### config.mk
export PLATFORM = sky130hd
export DESIGN_NAME = zvd_fifo
export DESIGN_NICKNAME = d
export VERILOG_FILES = /design/src/hdl/zvd_fifo.sv
export SDC_FILE = /design/constraint.sdc
export NUM_CORES = 1
export LEC_CHECK = 0
export ABC_CLOCK_PERIOD_IN_PS = 3750
export BUFFER_PORTS_ARGS = -buffer_cell sky130_fd_sc_hd__buf_4
export CELL_PAD_IN_SITES_DETAIL_PLACEMENT = 1
export CELL_PAD_IN_SITES_GLOBAL_PLACEMENT = 1
export CORE_MARGIN = 5
export CORE_UTILIZATION = 40
export DETAILED_ROUTE_END_ITERATION = 10
export GPL_TIMING_DRIVEN = 0
export PLACE_DENSITY = 0.73
export SYNTH_ARGS = -nofsm -noshare
export SYNTH_HDL_FRONTEND = slang
export SYNTH_SLANG_ARGS = --single-unit
export TNS_END_PERCENT = 100
### constraint.sdc
create_clock -name i_clk -period 3.75 [get_ports i_clk]
set_input_delay 0.1875 -clock i_clk [delete_from_list [all_inputs] [get_ports i_clk]]
set_output_delay 0.1875 -clock i_clk [all_outputs]
set_load 0.02 [all_outputs]
### src/hdl/zvd_fifo.sv
module zvd_fifo #(
    parameter int WIDTH = 8,
    parameter int DEPTH = 4
) (
    input  logic                       i_clk,
    input  logic                       i_rst_n,
    input  logic                       i_push,
    input  logic [WIDTH-1:0]           i_data,
    input  logic                       i_pop,
    output logic [WIDTH-1:0]           o_data,
    output logic                       o_full,
    output logic                       o_empty,
    output logic [$clog2(DEPTH+1)-1:0] o_count
);

    localparam int PW = $clog2(DEPTH);
    localparam int CW = $clog2(DEPTH + 1);

    logic [WIDTH-1:0] r_slot [DEPTH];
    logic [PW-1:0]    r_wr;
    logic [PW-1:0]    r_rd;
    logic [CW-1:0]    r_count;
    logic [CW-1:0]    n_count;
    logic             do_push;
    logic             do_pop;

    assign do_push = i_push && !o_full;
    assign do_pop  = i_pop && !o_empty;
    assign o_full  = (r_count == CW'(DEPTH));
    assign o_empty = (r_count == '0);
    assign o_count = r_count;
    assign o_data  = r_slot[r_rd];

    always_comb begin
        n_count = r_count;
        if (do_push && !do_pop) begin
            n_count = r_count + 1'b1;
        end else if (do_pop && !do_push) begin
            n_count = r_count - 1'b1;
        end
    end

    always_ff @(posedge i_clk) begin
        if (!i_rst_n) begin
            r_wr    <= '0;
            r_rd    <= '0;
            r_count <= '0;
        end else begin
            r_count <= n_count;
            if (do_push) begin
                r_wr <= (r_wr == PW'(DEPTH - 1)) ? '0 : r_wr + 1'b1;
            end
            if (do_pop) begin
                r_rd <= (r_rd == PW'(DEPTH - 1)) ? '0 : r_rd + 1'b1;
            end
        end
    end

    always_ff @(posedge i_clk) begin
        if (do_push) begin
            r_slot[r_wr] <= i_data;
        end
    end

endmodule

==> impl_metrics.tcl <==
set metrics [dict create \
    synthesis.area_um2 1630 \
    fin_skew_ns 0.00480 \
    dieArea_um2 5460 \
    drt-met1-wl_um 1010 \
    grt_pass1_vias 948 \
    root_buffer "clkbuf_8" \
    drv_slew 0 \
    synth_top_area_cell "edfxtp_1" \
    cts_inserted_buffers 5 \
    place_area_um2 1870 \
    ys_top_cells_by_area "edfxtp_1 59%, dfxtp_1 11%, mux4_2 11%, ha_1 4.6%, and2_1 1.9%" \
    fin_crit_ns 2.47 \
    dp_hpwl_um 2040 \
    clk_path_buf_depth 2 \
    core-area_um2 3970 \
    drt-wirelength-per-cell_um 16.2 \
    cts_hold_buf 0 \
    maxSlewHeadroom_pct 63.6 \
    ys_async_sr_fraction_pct 0 \
    grt_first_pass_wirelength_um 4550 \
    status "complete, no violations" \
    path_delay_family "compound AO/OA/AOI/OAI gates" \
    rsz0062_at_grt "no" \
    synth_top_area_share_pct 58.9 \
    syn-num-nets 112 \
    yosysWarnings 0 \
    synth_most_common_cell "edfxtp_1" \
    drt-total-wl_um 2830 \
    path_max_fanout 6 \
    grt.total_usage_pct 12.2 \
    hold_end "r_slot[1][6]" \
    overflow 0 \
    worstReg2RegEnd "o_count[2]" \
    ys_top_cells_by_count "32 x edfxtp_1, 9 x dfxtp_1, 8 x mux4_2" \
    num_rows 23 \
    clk_pin_slew_worst_paths_ns 0.08 \
    cts_tree "done" \
    netlist_instances 93 \
    num_vias 855 \
    arrival_ns 2.69 \
    worstHoldPathType "primary input to flip-flop" \
    top_layer "met4" \
    portBuffers 24 \
    fillCellCount 394 \
    power_density_nw_per_um2 665 \
    diodes 0 \
    slowest_delay_ns 0.52 \
    cp_cell_sequence "o31ai_1 > ha_1 > inv_1 > fa_1 > xor2_1 > or3_2 > a21boi_0" \
    drt-initial-drc-count 31 \
    vdd_ir_drop_max_v 0.000209 \
    die_w_um 73.9 \
    postCtsResizedCells 0 \
    grt_max_degree 14 \
    nets 143 \
    cp.required_ns 3.97 \
    ff2ff_path_depth 7 \
    pin_count 25 \
    route.met2.wl_um 1590 \
    clkSinkCount 41 \
    leakage_nw 0.721 \
    die_h_um 73.9 \
    fin_area_um2 1960 \
    h-tree-depth 2 \
    synth-edff-count 32 \
    cap_viol_max_count 0 \
    firstDrtPassIters 4 \
    gp_congestion 0.632 \
    reg2reg_slack_ns 1.28 \
    viasPerCell 4.89 \
    worst_slew_pin_slew_ns 0.541 \
    syn2layout_area_growth_pct 20.2 \
    post_cts_buffers 0 \
    synth_ff_type "edfxtp_1" \
    antenna_found_initial 0 \
    yosysUniqueCellTypes 23 \
    worstHoldStart "i_data[6]" \
    clock_latency_ns 0.29 \
    worstReg2RegStart "o_count[0]" \
    ant_nets 0 \
    worstSetupEndpointType "flip-flop" \
    synth-seq-area-share_pct 69.9 \
    start_util_pct 41.1 \
    ys_ff_latch 41 \
    drive_above_1_share_pct 35.2 \
    hold_depth 1 \
    worst-path-buf-inv 1 \
    avgSynthCellArea_um2 17.5 \
    setup_violations 0 \
    drc_errors 0 \
    start_kind "flip-flop" \
    hold_violations 0 \
    timing_worst_setup_path_type "flip-flop to flip-flop" \
    fin_crit_sh_pct 65.9 \
    route.met3.wl_um 135 \
    crit_path_top_delay_cell "o31ai_1" \
    fmax_mhz 405 \
    setup-tns-final_ns 0 \
]
[final cells by class]
cell class / instances / area, um^2 / area share [%]
buffer: 4 / 17.5 / 0.893
tap: 50 / 62.6 / 3.19
sequential: 41 / 1140 / 58.2
clock buffer: 5 / 68.8 / 3.51
clock inverter: 3 / 17.5 / 0.893
inverter: 3 / 11.3 / 0.574
multi-input combinational: 45 / 462 / 23.5
timing repair buffer: 24 / 180 / 9.19
[cells by family (layout without fill, tap and decap cells)]
logic type / Yosys count / after routing / share of synthesized area, %
mux: 11 / 11 / 12.9
xor+xnor: 2 / 2 / 1.07
fa+ha+maj: 7 / 7 / 5.83
buf+inv: 7 / 39 / 1.76
flops: 41 / 41 / 69.9
simple gates: 20 / 20 / 6.67
compound gates: 5 / 5 / 1.84
[cells in the final DEF (no fill, tap or decap)]
cell / count
o21ai_0: 3
mux4_2: 8
edfxtp_1: 32
and2_1: 5
or3_2: 1
nand3_1: 2
nor2b_1: 2
xnor2_1: 1
mux2i_1: 3
nand2_1: 6
ha_1: 6
buf_1: 1
clkinv_2: 2
buf_2: 2
xor2_1: 1
clkinvlp_4: 1
inv_1: 3
a21boi_0: 1
nor3b_2: 1
o31ai_1: 1
buf_4: 24
nor2_1: 2
nor3_1: 1
dfxtp_1: 9
clkbuf_1: 1
fa_1: 1
clkbuf_8: 5
[worst max path at each step]
stage | start | end | slack [ns] | depth (start not counted)
after floorplan | o_count[0] | o_count[2] | 1.40 | 9
after global placement | o_count[0] | o_count[2] | 1.36 | 7
after detailed placement | o_count[1] | o_count[2] | 1.26 | 7
after CTS | o_count[1] | o_count[2] | 1.23 | 7
after global routing | o_count[1] | o_count[2] | 1.07 | 7
final | o_count[0] | o_count[2] | 1.28 | 7
[stage by stage]
step | hold slack (ns) | setup WS, ns | power, mW | utilization (%) | std cells
3_3_place_gp | 0.387 | 1.36 | 1.02 | 47.2 | 167
3_5_place_dp | 0.390 | 1.26 | 1.05 | 47.2 | 167
4_1_cts | 0.0725 | 1.23 | 1.33 | 49.4 | 175
6_report | 0.0876 | 1.28 | 1.30 | 49.4 | 175
2_1_floorplan | 0.286 | 1.40 | 0.882 | - | 93
5_1_grt | 0.0726 | 1.07 | 1.38 | 49.4 | 175
[report_power, final]
group	total, mW	leakage (nW)	internal (mW)	switching (mW)
clock network	0.278	0.0439	0.128	0.150
logic	0.427	0.310	0.204	0.224
registers	0.597	0.367	0.559	0.0381
[worst reg2reg max path, delay by kind of cell, from the launching register on]
kind                     cells  cell delay [ns]
AO/OA/AOI/OAI                2             0.70
adder cells (fa/ha/maj)      2             0.66
AND/OR/NAND/NOR              1             0.41
flip-flops                   1             0.39
XOR/XNOR                     1             0.18
buffers and inverters        1             0.06
[flip-flops by register name, summed over array words and instances (netlist names), named ones only]
signal and flops:
r_rd 2, r_slot 32, o_count 3, r_wr 2
[per-layer routing]
layer | track usage (%) | vias to the layer above
met5 | 0 | -
met2 | 21.9 | 16
met4 | 8.45 | 0
met3 | 3.69 | 7
met1 | 11.8 | 424
li1 | - | 408
Note: power is estimated with default switching activity, not from simulation.
