<file path="src/hdl/zvd_pkg.sv">
package zvd_pkg;

    localparam int SAMPLE_W    = 24;
    localparam int COEF_W      = 18;
    localparam int SPACING_W   = 9;
    localparam int FRAC_W      = 17;
    localparam int PROD_W      = COEF_W + 1 + SAMPLE_W;
    localparam int ACC_W       = PROD_W + 2;
    localparam int RES_W       = ACC_W - FRAC_W;
    localparam int CFG_INDEX_W = 3;
    localparam int CFG_DATA_W  = 18;
    localparam int CMD_DEPTH   = 4;
    localparam int OUT_DEPTH   = 8;

    localparam logic [CFG_INDEX_W-1:0] CFG_SHAPING_ENABLE = 3'd0;
    localparam logic [CFG_INDEX_W-1:0] CFG_TAP_SPACING    = 3'd1;
    localparam logic [CFG_INDEX_W-1:0] CFG_COEF_NOW       = 3'd2;
    localparam logic [CFG_INDEX_W-1:0] CFG_COEF_MID       = 3'd3;
    localparam logic [CFG_INDEX_W-1:0] CFG_COEF_FAR       = 3'd4;

    localparam logic OP_SAMPLE = 1'b0;
    localparam logic OP_FLUSH  = 1'b1;

    localparam logic [COEF_W-1:0] COEF_ONE = 18'd131072;

    localparam logic signed [SAMPLE_W-1:0] SAMPLE_MAX = 24'sh7FFFFF;
    localparam logic signed [SAMPLE_W-1:0] SAMPLE_MIN = 24'sh800000;
    localparam logic signed [ACC_W-1:0]    ROUND_BIAS = 45'sd65536;

    typedef struct packed {
        logic                       op;
        logic signed [SAMPLE_W-1:0] value;
    } t_cmd;

    typedef struct packed {
        logic              enable;
        logic              spacing_nz;
        logic [COEF_W-1:0] coef_now;
        logic [COEF_W-1:0] coef_mid;
        logic [COEF_W-1:0] coef_far;
    } t_cfg;

    typedef struct packed {
        logic clearing;
    } t_back_status;

endpackage

</file>
<file path="src/hdl/zvd_fifo.sv">
module zvd_fifo #(
    parameter int WIDTH = 8,
    parameter int DEPTH = 4
) (
    input  logic                       i_clk,
    input  logic                       i_rst_n,
    input  logic                       i_push,
    input  logic [WIDTH-1:0]           i_data,
    input  logic                       i_pop,
    output logic [WIDTH-1:0]           o_data,
    output logic                       o_full,
    output logic                       o_empty,
    output logic [$clog2(DEPTH+1)-1:0] o_count
);

    localparam int PW = $clog2(DEPTH);
    localparam int CW = $clog2(DEPTH + 1);

    logic [WIDTH-1:0] r_slot [DEPTH];
    logic [PW-1:0]    r_wr;
    logic [PW-1:0]    r_rd;
    logic [CW-1:0]    r_count;
    logic [CW-1:0]    n_count;
    logic             do_push;
    logic             do_pop;

    assign do_push = i_push && !o_full;
    assign do_pop  = i_pop && !o_empty;
    assign o_full  = (r_count == CW'(DEPTH));
    assign o_empty = (r_count == '0);
    assign o_count = r_count;
    assign o_data  = r_slot[r_rd];

    always_comb begin
        n_count = r_count;
        if (do_push && !do_pop) begin
            n_count = r_count + 1'b1;
        end else if (do_pop && !do_push) begin
            n_count = r_count - 1'b1;
        end
    end

    always_ff @(posedge i_clk) begin
        if (!i_rst_n) begin
            r_wr    <= '0;
            r_rd    <= '0;
            r_count <= '0;
        end else begin
            r_count <= n_count;
            if (do_push) begin
                r_wr <= (r_wr == PW'(DEPTH - 1)) ? '0 : r_wr + 1'b1;
            end
            if (do_pop) begin
                r_rd <= (r_rd == PW'(DEPTH - 1)) ? '0 : r_rd + 1'b1;
            end
        end
    end

    always_ff @(posedge i_clk) begin
        if (do_push) begin
            r_slot[r_wr] <= i_data;
        end
    end

endmodule

</file>
<file path="src/hdl/zvd_front.sv">
module zvd_front import zvd_pkg::*; (
    input  logic                       i_clk,
    input  logic                       i_rst_n,
    input  logic                       i_push,
    input  logic                       i_req_type,
    input  logic signed [SAMPLE_W-1:0] i_sample_value,
    input  logic                       i_block,
    output logic                       o_full,
    output logic                       o_cmd_valid,
    output t_cmd                       o_cmd,
    input  logic                       i_cmd_take
);

    t_cmd                  new_cmd;
    logic [$bits(t_cmd)-1:0] q_data;
    logic                  q_full;
    logic                  q_empty;

    always_comb begin
        new_cmd.op    = i_req_type ? OP_FLUSH : OP_SAMPLE;
        new_cmd.value = i_sample_value;
    end

    zvd_fifo #(
        .WIDTH ($bits(t_cmd)),
        .DEPTH (CMD_DEPTH)
    ) u_cmd_q (
        .i_clk   (i_clk),
        .i_rst_n (i_rst_n),
        .i_push  (i_push && !o_full),
        .i_data  (new_cmd),
        .i_pop   (i_cmd_take),
        .o_data  (q_data),
        .o_full  (q_full),
        .o_empty (q_empty),
        .o_count ()
    );

    assign o_full      = q_full || i_block;
    assign o_cmd_valid = !q_empty;
    assign o_cmd       = q_data;

endmodule

</file>
<file path="config.mk">
export PLATFORM = sky130hd
export DESIGN_NAME = zvd_front
export DESIGN_NICKNAME = d
export VERILOG_FILES = /design/src/hdl/zvd_pkg.sv /design/src/hdl/zvd_fifo.sv /design/src/hdl/zvd_front.sv
export SDC_FILE = /design/constraint.sdc
export NUM_CORES = 1
export LEC_CHECK = 0
export BUFFER_PORTS_ARGS = -buffer_cell sky130_fd_sc_hd__buf_2
export CORE_UTILIZATION = 30
export CTS_CLUSTER_DIAMETER = 200
export DETAILED_ROUTE_END_ITERATION = 7
export PLACE_DENSITY_LB_ADDON = 0.15
export SKIP_LAST_GASP = 1
export SLEW_MARGIN = 5
export SYNTH_ARGS = -nofsm -noshare
export SYNTH_HDL_FRONTEND = slang
export SYNTH_SLANG_ARGS = --single-unit
</file>
<file path="constraint.sdc">
create_clock -name i_clk -period 2.72 [get_ports i_clk]
set_clock_uncertainty 0.15 [all_clocks]
set_input_delay 0.272 -clock i_clk [delete_from_list [all_inputs] [get_ports i_clk]]
set_output_delay 0.272 -clock i_clk [all_outputs]
set_load 0.05 [all_outputs]
</file>
==> results.txt, run 1 <==
The run finished with clean final reports. Clock tree synthesis selected as its root buffer the cell clkbuf_16. The count of antenna diodes in the layout came out at 0. The synthesized design contains 109 register bits. The path type of the worst setup path is reg2out.

The sequential power share came out at 0.429. The multiplexer share of the synthesized area is 0.1480. For this run, asynchronously set or reset flops after synthesis account for 0. The number of nets still failing antenna checks after routing is 0.

The total length of routed met2 wires came out at 3.455 mm. The worst hold path begins at i_rst_n. The remaining max-slew budget at the tightest pin is 0.7397. The maximum VDD drop came out at 0.0003584 V. The share of total power in the clock network is 0.280. The sequential fraction of the synthesis area is 0.7697.

The total overflow reported by the global router is 0. Once detailed placement completed, the half-perimeter wirelength came to 4.653 mm. The final instance area is 5226 sq um. The area of placed instances is 4677 sq um. The top routing layer in use is met4. Of the total synthesized cell area, the portion taken by full adders, half adders and majority gates is 0.02300.

The I/O pin count came out at 57. The proportion of total power due to net switching came out at 0.3320. The data arrival time of the critical path came out at 1.98 ns. The share of total power dissipated in combinational logic is 0.291. The synthesized-area fraction occupied by ao, oa, aoi and oai cells was 0.007262.

The number of global-route vias before repair came out at 2,141. Summed over all cells, the static leakage comes to 1.805 nW. The port buffer count is 56. The area of the die is 14,260 sq um.

The max-cap check violation count came out at 0. The delay of the slowest cell on the worst path is 0.58 ns. The post-synth design cell area is 4135 sq um. Setup repair after global routing left no endpoint under its margin. Yosys printed 0 warnings. The first detailed-routing pass ran for 4 iterations. STA classifies the critical path startpoint as a register. The routed design has 7.506 mm of wire. The final cycle utilization of the critical path is 0.8816. The largest driver fanout on the critical path came out at 16.

The starting utilization of the core area came out at 0.3098. Traced cell by cell, the critical path runs through buf_12, mux4_1, buf_2. Entering global routing, the biggest net connects 19 pins. The gate count of the mapped netlist is 182. The number of nets in the final layout came out at 317. The detailed-route wire length per cell came out at 16.28 microns. The final routed DRC violation total came out at 0. The worst-case hold slack came out at 0.1180 ns. The kind of end point of the critical path is an output pin. The core area came out at 13,350 sq um. After synthesis, the largest family of logic cells by area is multiplexers.

The sequential cells in the finished layout cover a total of 3184 sq um. Relative to the synthesized area, the layout overhead comes to 26.38%. Yosys attributes the largest share of cell area to edfxtp_1 73%, mux4_2 11%, dfxtp_1 4.4%. The class of the tightest hold or removal check is in2reg. The combined area of the multi-input logic cells came out at 870.8 sq um. Across every metal layer, demand over resource in global routing totals 0.1156.

The detailed-routed wire length on met3 came out at 321 microns. Setup violations remaining at the end of the flow were counted as 0. Counting flops with a built-in enable in the synthesized netlist gives 100. The initial antenna violation count was 0. Synthesis produced a netlist with a net count of 219. The clock latency of the later-clocked register in the worst-skew pair came out at 0.35 ns. The depth of the worst register-to-register path is 8. The post-placement worst setup slack came out at 0.5094 ns. The vias per cell is 4.349. At the worst endpoint, the required time is 2.30 ns. Of the post-synthesis cell area, the dominant cell type holds 0.7262. The leading register cell type out of synthesis is edfxtp_1. Of the total synthesized cell area, the portion taken by XOR and XNOR cells is 0.004236. The average size of a mapped cell came out at 22.72 sq um. The via count came out at 2,005.

Together, buffers and inverters on the worst path number 2. The unique cell type count in the Yosys netlist came out at 27. The met1 wire length came out at 3.624 mm. The share of final-layout standard cells stronger than drive strength 1 is 0.3754. The worst register-to-register path begins at u_cmd_q.o_count[0]. The cell-internal power came out at 3.143 mW. The post-route minimum period came out at 2.398 ns. Counting along the longest clock path gives a buffer depth of 2. The cell type contributing the most total cell area after synthesis is edfxtp_1. Of the total synthesized cell area, the portion taken by AND, OR, NAND and NOR gates is 0.02814. The number of levels in the clock H-tree came out at 3. Measured along the y axis, the die boundary spans 119.4 microns. The count of pins over their slew limit is 0. The largest individual stage delay along the critical path comes from the cell mux4_1. In this run the power spent charging and discharging nets is 1.562 mW. The first global-routing pass estimated 11.99 mm of wire. The final-layout setup total negative slack is 0 ns.

The congestion estimate from routability-driven global placement came to 0.6117. The final hold violation count came out at 0. The clock transition time at the flip-flop clock pins of the worst setup and hold paths came out at 0.07 ns.

The top achievable clock speed came out at 0.4170 GHz. Setup slack on the critical path of the routed design comes to 0.3219 ns. TritonCTS built the clock tree. The number of fill cells in the layout is 1,258. The number of CTS-inserted buffers is 9.

Once layout is complete, the utilization of the core stands at 0.3915. The number of clock sinks seen by CTS came out at 109. The critical path runs through a total of 3 cells. The number of core rows came out at 42. In this design, the largest share of critical-path delay is due to multiplexers. The slew at the pin closest to its max-slew limit is 0.3904 ns.

The power density normalized to cell area is 900.3 nW/um^2. After the first detailed-routing iteration, the DRC count stood at 192. Measured along the x axis, the die boundary spans 119.4 microns. The number of cells on the worst hold path is 2.
==> cells in the mapped netlist (all sizes together) (2+ instances only) <==
cell type    n
edfxtp     100
mux4        25
dfxtp        9
ha           6
nand2        6
and2         5
buf          5
inv          3
mux2i        3
o21ai        3
clkbuf       2
nand3        2
nor2         2
nor3b        2
or3          2
==> flip-flops by register name (all words and copies together), names as in the netlist, named ones only <==
name / count
u_cmd_q.o_count: 3
u_cmd_q.r_rd: 2
u_cmd_q.r_slot: 100
u_cmd_q.r_wr: 2
==> kinds of logic after synthesis <==
| kind of cell | after synthesis |
|---|---|
| AO/OA/AOI/OAI | 5 |
| AND/OR/NAND/NOR | 21 |
| buffers and inverters | 10 |
| XOR/XNOR | 2 |
| flip-flops | 109 |
| adder cells (fa/ha/maj) | 7 |
| multiplexers | 28 |
==> layout by cell type (no fill, tap or decap), drive strengths merged, types with 2 or more instances in the layout <==
master / Yosys / layout
edfxtp: 100 / 100
buf: 5 / 69
dlygate4sd3: 0 / 25
mux4: 25 / 25
clkbuf: 2 / 10
dfxtp: 9 / 9
nand2: 6 / 6
ha: 6 / 6
and2: 5 / 5
inv: 3 / 5
mux2i: 3 / 3
o21ai: 3 / 3
or3: 2 / 2
nor2: 2 / 2
nand3: 2 / 2
clkinvlp: 0 / 2
nor3b: 2 / 2
==> timing repair <==
item,CTS,global route
resized for setup,0,0
hold endpoints to repair,95,0
buffers inserted,0,0
hold buffers,25,0
==> power by group through the flow <==
| stage | Combinational, mW | Sequential, mW | Clock [mW] |
|---|---|---|---|
| after detailed placement | 1.36 | 2.06 | 0 |
| after global placement | 1.37 | 2.06 | 0 |
| after floorplan | 1.14 | 2.01 | 0 |
| final | 1.37 | 2.02 | 1.32 |
| after CTS | 1.40 | 2.02 | 1.36 |
| after global routing | 1.46 | 2.04 | 1.43 |
==> layout make-up <==
class                           instances  area share
Inverter                                3    0.002155
Multi-Input combinational cell         63      0.1666
Sequential cell                       109      0.6093
Clock inverter                          6     0.01341
Clock buffer                           10     0.04381
Timing Repair Buffer                   94      0.1226
Tap cell                              176     0.04214
==> path summary, 6_finish.rpt <==
path / end / slack, ns
hold reg to reg: u_cmd_q.r_wr[1] / 0.35
hold / removal: u_cmd_q.o_count[2] / 0.12
setup reg to reg: u_cmd_q.o_count[2] / 0.53
setup / recovery: o_cmd[21] / 0.32
==> stage by stage <==
stage	total power [mW]	instances
3_5_place_dp	3.423	420
6_report	4.705	461
4_1_cts	4.782	461
5_1_grt	4.919	461
2_1_floorplan	3.147	182
3_3_place_gp	3.426	420
==> routing by layer <==
layer  up-vias  global-route usage
met3        11             0.03927
met4         0             0.03984
met2        44              0.1766
li1        938                   -
met5         -                   0
met1      1012              0.1536
No activity file was read; power rests on OpenSTA's default activity.
==> run 2: changes to the inputs <==
--- a/config.mk
+++ b/config.mk
@@ -5,10 +5,10 @@
 export SDC_FILE = /design/constraint.sdc
 export NUM_CORES = 1
 export LEC_CHECK = 0
-export BUFFER_PORTS_ARGS = -buffer_cell sky130_fd_sc_hd__buf_2
 export CORE_UTILIZATION = 30
 export CTS_CLUSTER_DIAMETER = 200
 export DETAILED_ROUTE_END_ITERATION = 7
+export DONT_BUFFER_PORTS = 1
 export PLACE_DENSITY_LB_ADDON = 0.15
 export SKIP_LAST_GASP = 1
 export SLEW_MARGIN = 5
==> run 2 against run 1 <==
- combinational power decreased by 8%
- global-route usage down 0.052 points
- critical path type unchanged
- die area stayed put
- sequential cell count unchanged
- critical path depth down 1
- largest power group unchanged
- sequential share of layout area rose by 3.6 points
- utilization fell by 2.2 points
==> results.txt, run 2 (same netlist as run 1, synthesis figures left out) <==
The first-pass GRT wire length was 11.59 mm (was 11.99 mm). The number of CTS-inserted buffers is 9 (unchanged). The most frequent standard cell in the layout excluding fill and tap cells is edfxtp_1 (unchanged). The total of cells resized after clock tree synthesis is 0 (unchanged). The post-detailed-placement half-perimeter wirelength came out at 4.916 mm (was 4.653 mm).

The number of clock sinks seen by CTS is 109 (unchanged). The largest driver fanout on the critical path is 11 (was 16). The number of levels in the clock H-tree came out at 3 (unchanged). The final cycle utilization of the critical path came out at 0.8579 (was 0.8816).

The remaining max-slew budget at the tightest pin is 0.6382 (was 0.7397). The required time of the worst setup path came out at 2.30 ns (about the same). The max-cap check violation count came out at 0 (unchanged).

The number of setup violations in the final report is 0 (unchanged). Highest-count cells in the layout ignoring fill and taps: 100 x edfxtp_1, 26 x dlygate4sd3_1, 20 x mux4_2 (was 100 x edfxtp_1, 56 x buf_2, 25 x dlygate4sd3_1). The via count is 1,862 (was 2,005). The final-layout setup total negative slack came out at 0 ns (unchanged). The I/O pin count is 57 (unchanged). The part of the total power dissipated in combinational logic came out at 0.279 (was 0.291).

The clock latency of the later-clocked register in the worst-skew pair is 0.34 ns (was 0.35 ns). The largest register by flop count is u_cmd_q.r_slot (unchanged). The kind of start point of the critical path is a register (unchanged). The data arrival time of the critical path came out at 1.91 ns (was 1.98 ns).

The final instance area was 4932 sq um (was 5226 sq um). The net switching power figure came out at 1.488 mW (was 1.562 mW). The class of the tightest hold or removal check is in2reg (unchanged). The cell-internal power was 3.016 mW (was 3.143 mW).

The final hold violation count came out at 0 (unchanged). The power density normalized to cell area came out at 913.0 nW/um^2 (was 900.3 nW/um^2). The number of core rows was 42 (unchanged). The horizontal die dimension came out at 119.4 microns (unchanged).

The worst-case hold slack came to 0.1205 ns (was 0.1180 ns). The count of antenna diodes in the layout is 0 (unchanged). The first-iteration detailed-routing DRC count came out at 129 (was 192). The detailed-route wire length per cell was 18.58 microns (was 16.28 microns). The area of placed instances came out at 4392 sq um (was 4677 sq um).

The count of pins over their slew limit was 0 (unchanged). The kind of end point of the critical path was an output pin (unchanged). The total length of routed wires is 7.543 mm (was 7.506 mm).

The port buffer count came out at 0 (was 56). The die height came out at 119.4 microns (unchanged). The total leakage power is 1.587 nW (was 1.805 nW).

The share of total power in the clock network is 0.277 (was 0.280). The library cell used as clock root buffer is clkbuf_16 (unchanged). The path type of the worst setup path is reg2out (unchanged).

The number of flip-flops in the largest register is 100 (unchanged). Outcome: complete, no violations (unchanged). The total track usage was 0.1150 (was 0.1156). The area of the die is 14,260 sq um (unchanged). The total overflow reported by the global router is 0 (unchanged). The top achievable clock speed is 0.4286 GHz (was 0.4170 GHz). The number of nets still failing antenna checks after routing came out at 0 (unchanged). The share of final-layout standard cells stronger than drive strength 1 came out at 0.2130 (was 0.3754). The total placed cells including tap cells is 365 (was 420). The largest net degree at the start of global routing is 17 (was 19). The core area is 13,350 sq um (unchanged). The number of detailed-route iterations in the first pass is 4 (unchanged). The number of nets in the final layout was 263 (was 317). The slew at the pin closest to its max-slew limit came out at 0.5450 ns (was 0.3904 ns). The signed area change from the synthesized netlist to the final layout is 19.27% (was 26.38%). The initial antenna violation count is 0 (unchanged).

The clock tree from TritonCTS is yes (unchanged). The sequential power share came out at 0.443 (was 0.429). The post-route minimum period is 2.333 ns (was 2.398 ns). The maximum count of clock buffers along a single path is 2 (unchanged). The vias per cell is 4.586 (was 4.349). RSZ-0062 raised after global routing: no (unchanged).

The number of global-route vias before repair came to 2,024 (was 2,141). The final routed DRC violation total came out at 0 (unchanged). The starting utilization of the core area came out at 0.3098 (unchanged).

The maximum VDD drop came out at 0.0002962 V (was 0.0003584 V). The proportion of total power due to net switching came out at 0.3304 (was 0.3320). The number of non-filler instances in the completed layout was 406 (was 461).

The last weighted congestion value of the routability-driven placer was 0.7025 (was 0.6117). The clock transition time at the flip-flop clock pins of the worst setup and hold paths came out at 0.07 ns (about the same).
run 2: cell types whose count changed in the layout (fill, tap and decap cells not counted), sizes merged:
cell and change:
buf -55, clkinv +2, clkinvlp -2, dlygate4sd3 +1
inv -1
run 2: critical path, cell delays in order (launching register included):
cell     delay [ns]
dfxtp_2        0.42
buf_4          0.29
mux4_1         0.86
run 2: final cells by class:
class                      instances  area (sq um)
fill                            1248          8416
tap                              176         220.2
clock buffer                      10         229.0
sequential                       109          3184
timing repair buffer              40         365.4
clock inverter                     5         51.30
multi-input combinational         63         870.8
inverter                           3         11.26
run 2: timing repair:
| action | in CTS | in global routing |
|---|---|---|
| setup buffers | 0 | 0 |
| hold buffers | 26 | 0 |
| endpoints found under the hold margin | 109 | 0 |
run 2: worst paths after layout:
path,start,to,slack [ns],cells after the start
setup / recovery,register,o_cmd[18],0.39,2
hold / removal,i_block,u_cmd_q.r_wr[1],0.12,3
setup reg to reg,u_cmd_q.o_count[0],u_cmd_q.o_count[2],0.43,8
hold reg to reg,u_cmd_q.r_wr[1],u_cmd_q.r_wr[1],0.36,2
run 2: per-layer routing:
metal	share of wire	wire length, microns	up-vias	GRT usage
met5	0	0	-	0
met4	0.023	171	0	0.06406
met3	0.055	417	12	0.04071
met2	0.52	3918	43	0.1959
met1	0.40	3036	971	0.1244
li1	-	-	836	-
run 2: through the flow:
| step | power (mW) | setup slack, ns | utilization |
|---|---|---|---|
| 2_1_floorplan | 3.147 | 0.4464 | - |
| 3_3_place_gp | 3.236 | 0.5700 | 0.3290 |
| 3_5_place_dp | 3.269 | 0.4095 | 0.3290 |
| 4_1_cts | 4.572 | 0.3429 | 0.3695 |
| 5_1_grt | 4.678 | 0.2528 | 0.3695 |
| 6_report | 4.503 | 0.3866 | 0.3695 |
run 2: power by group through the flow:
stage / Clock [mW] / Sequential [mW] / Combinational [mW]
after floorplan: 0 / 2.01 / 1.14
after global placement: 0 / 2.03 / 1.21
after detailed placement: 0 / 2.04 / 1.23
after CTS: 1.29 / 2.00 / 1.28
after global routing: 1.34 / 2.01 / 1.33
final: 1.25 / 2.00 / 1.26
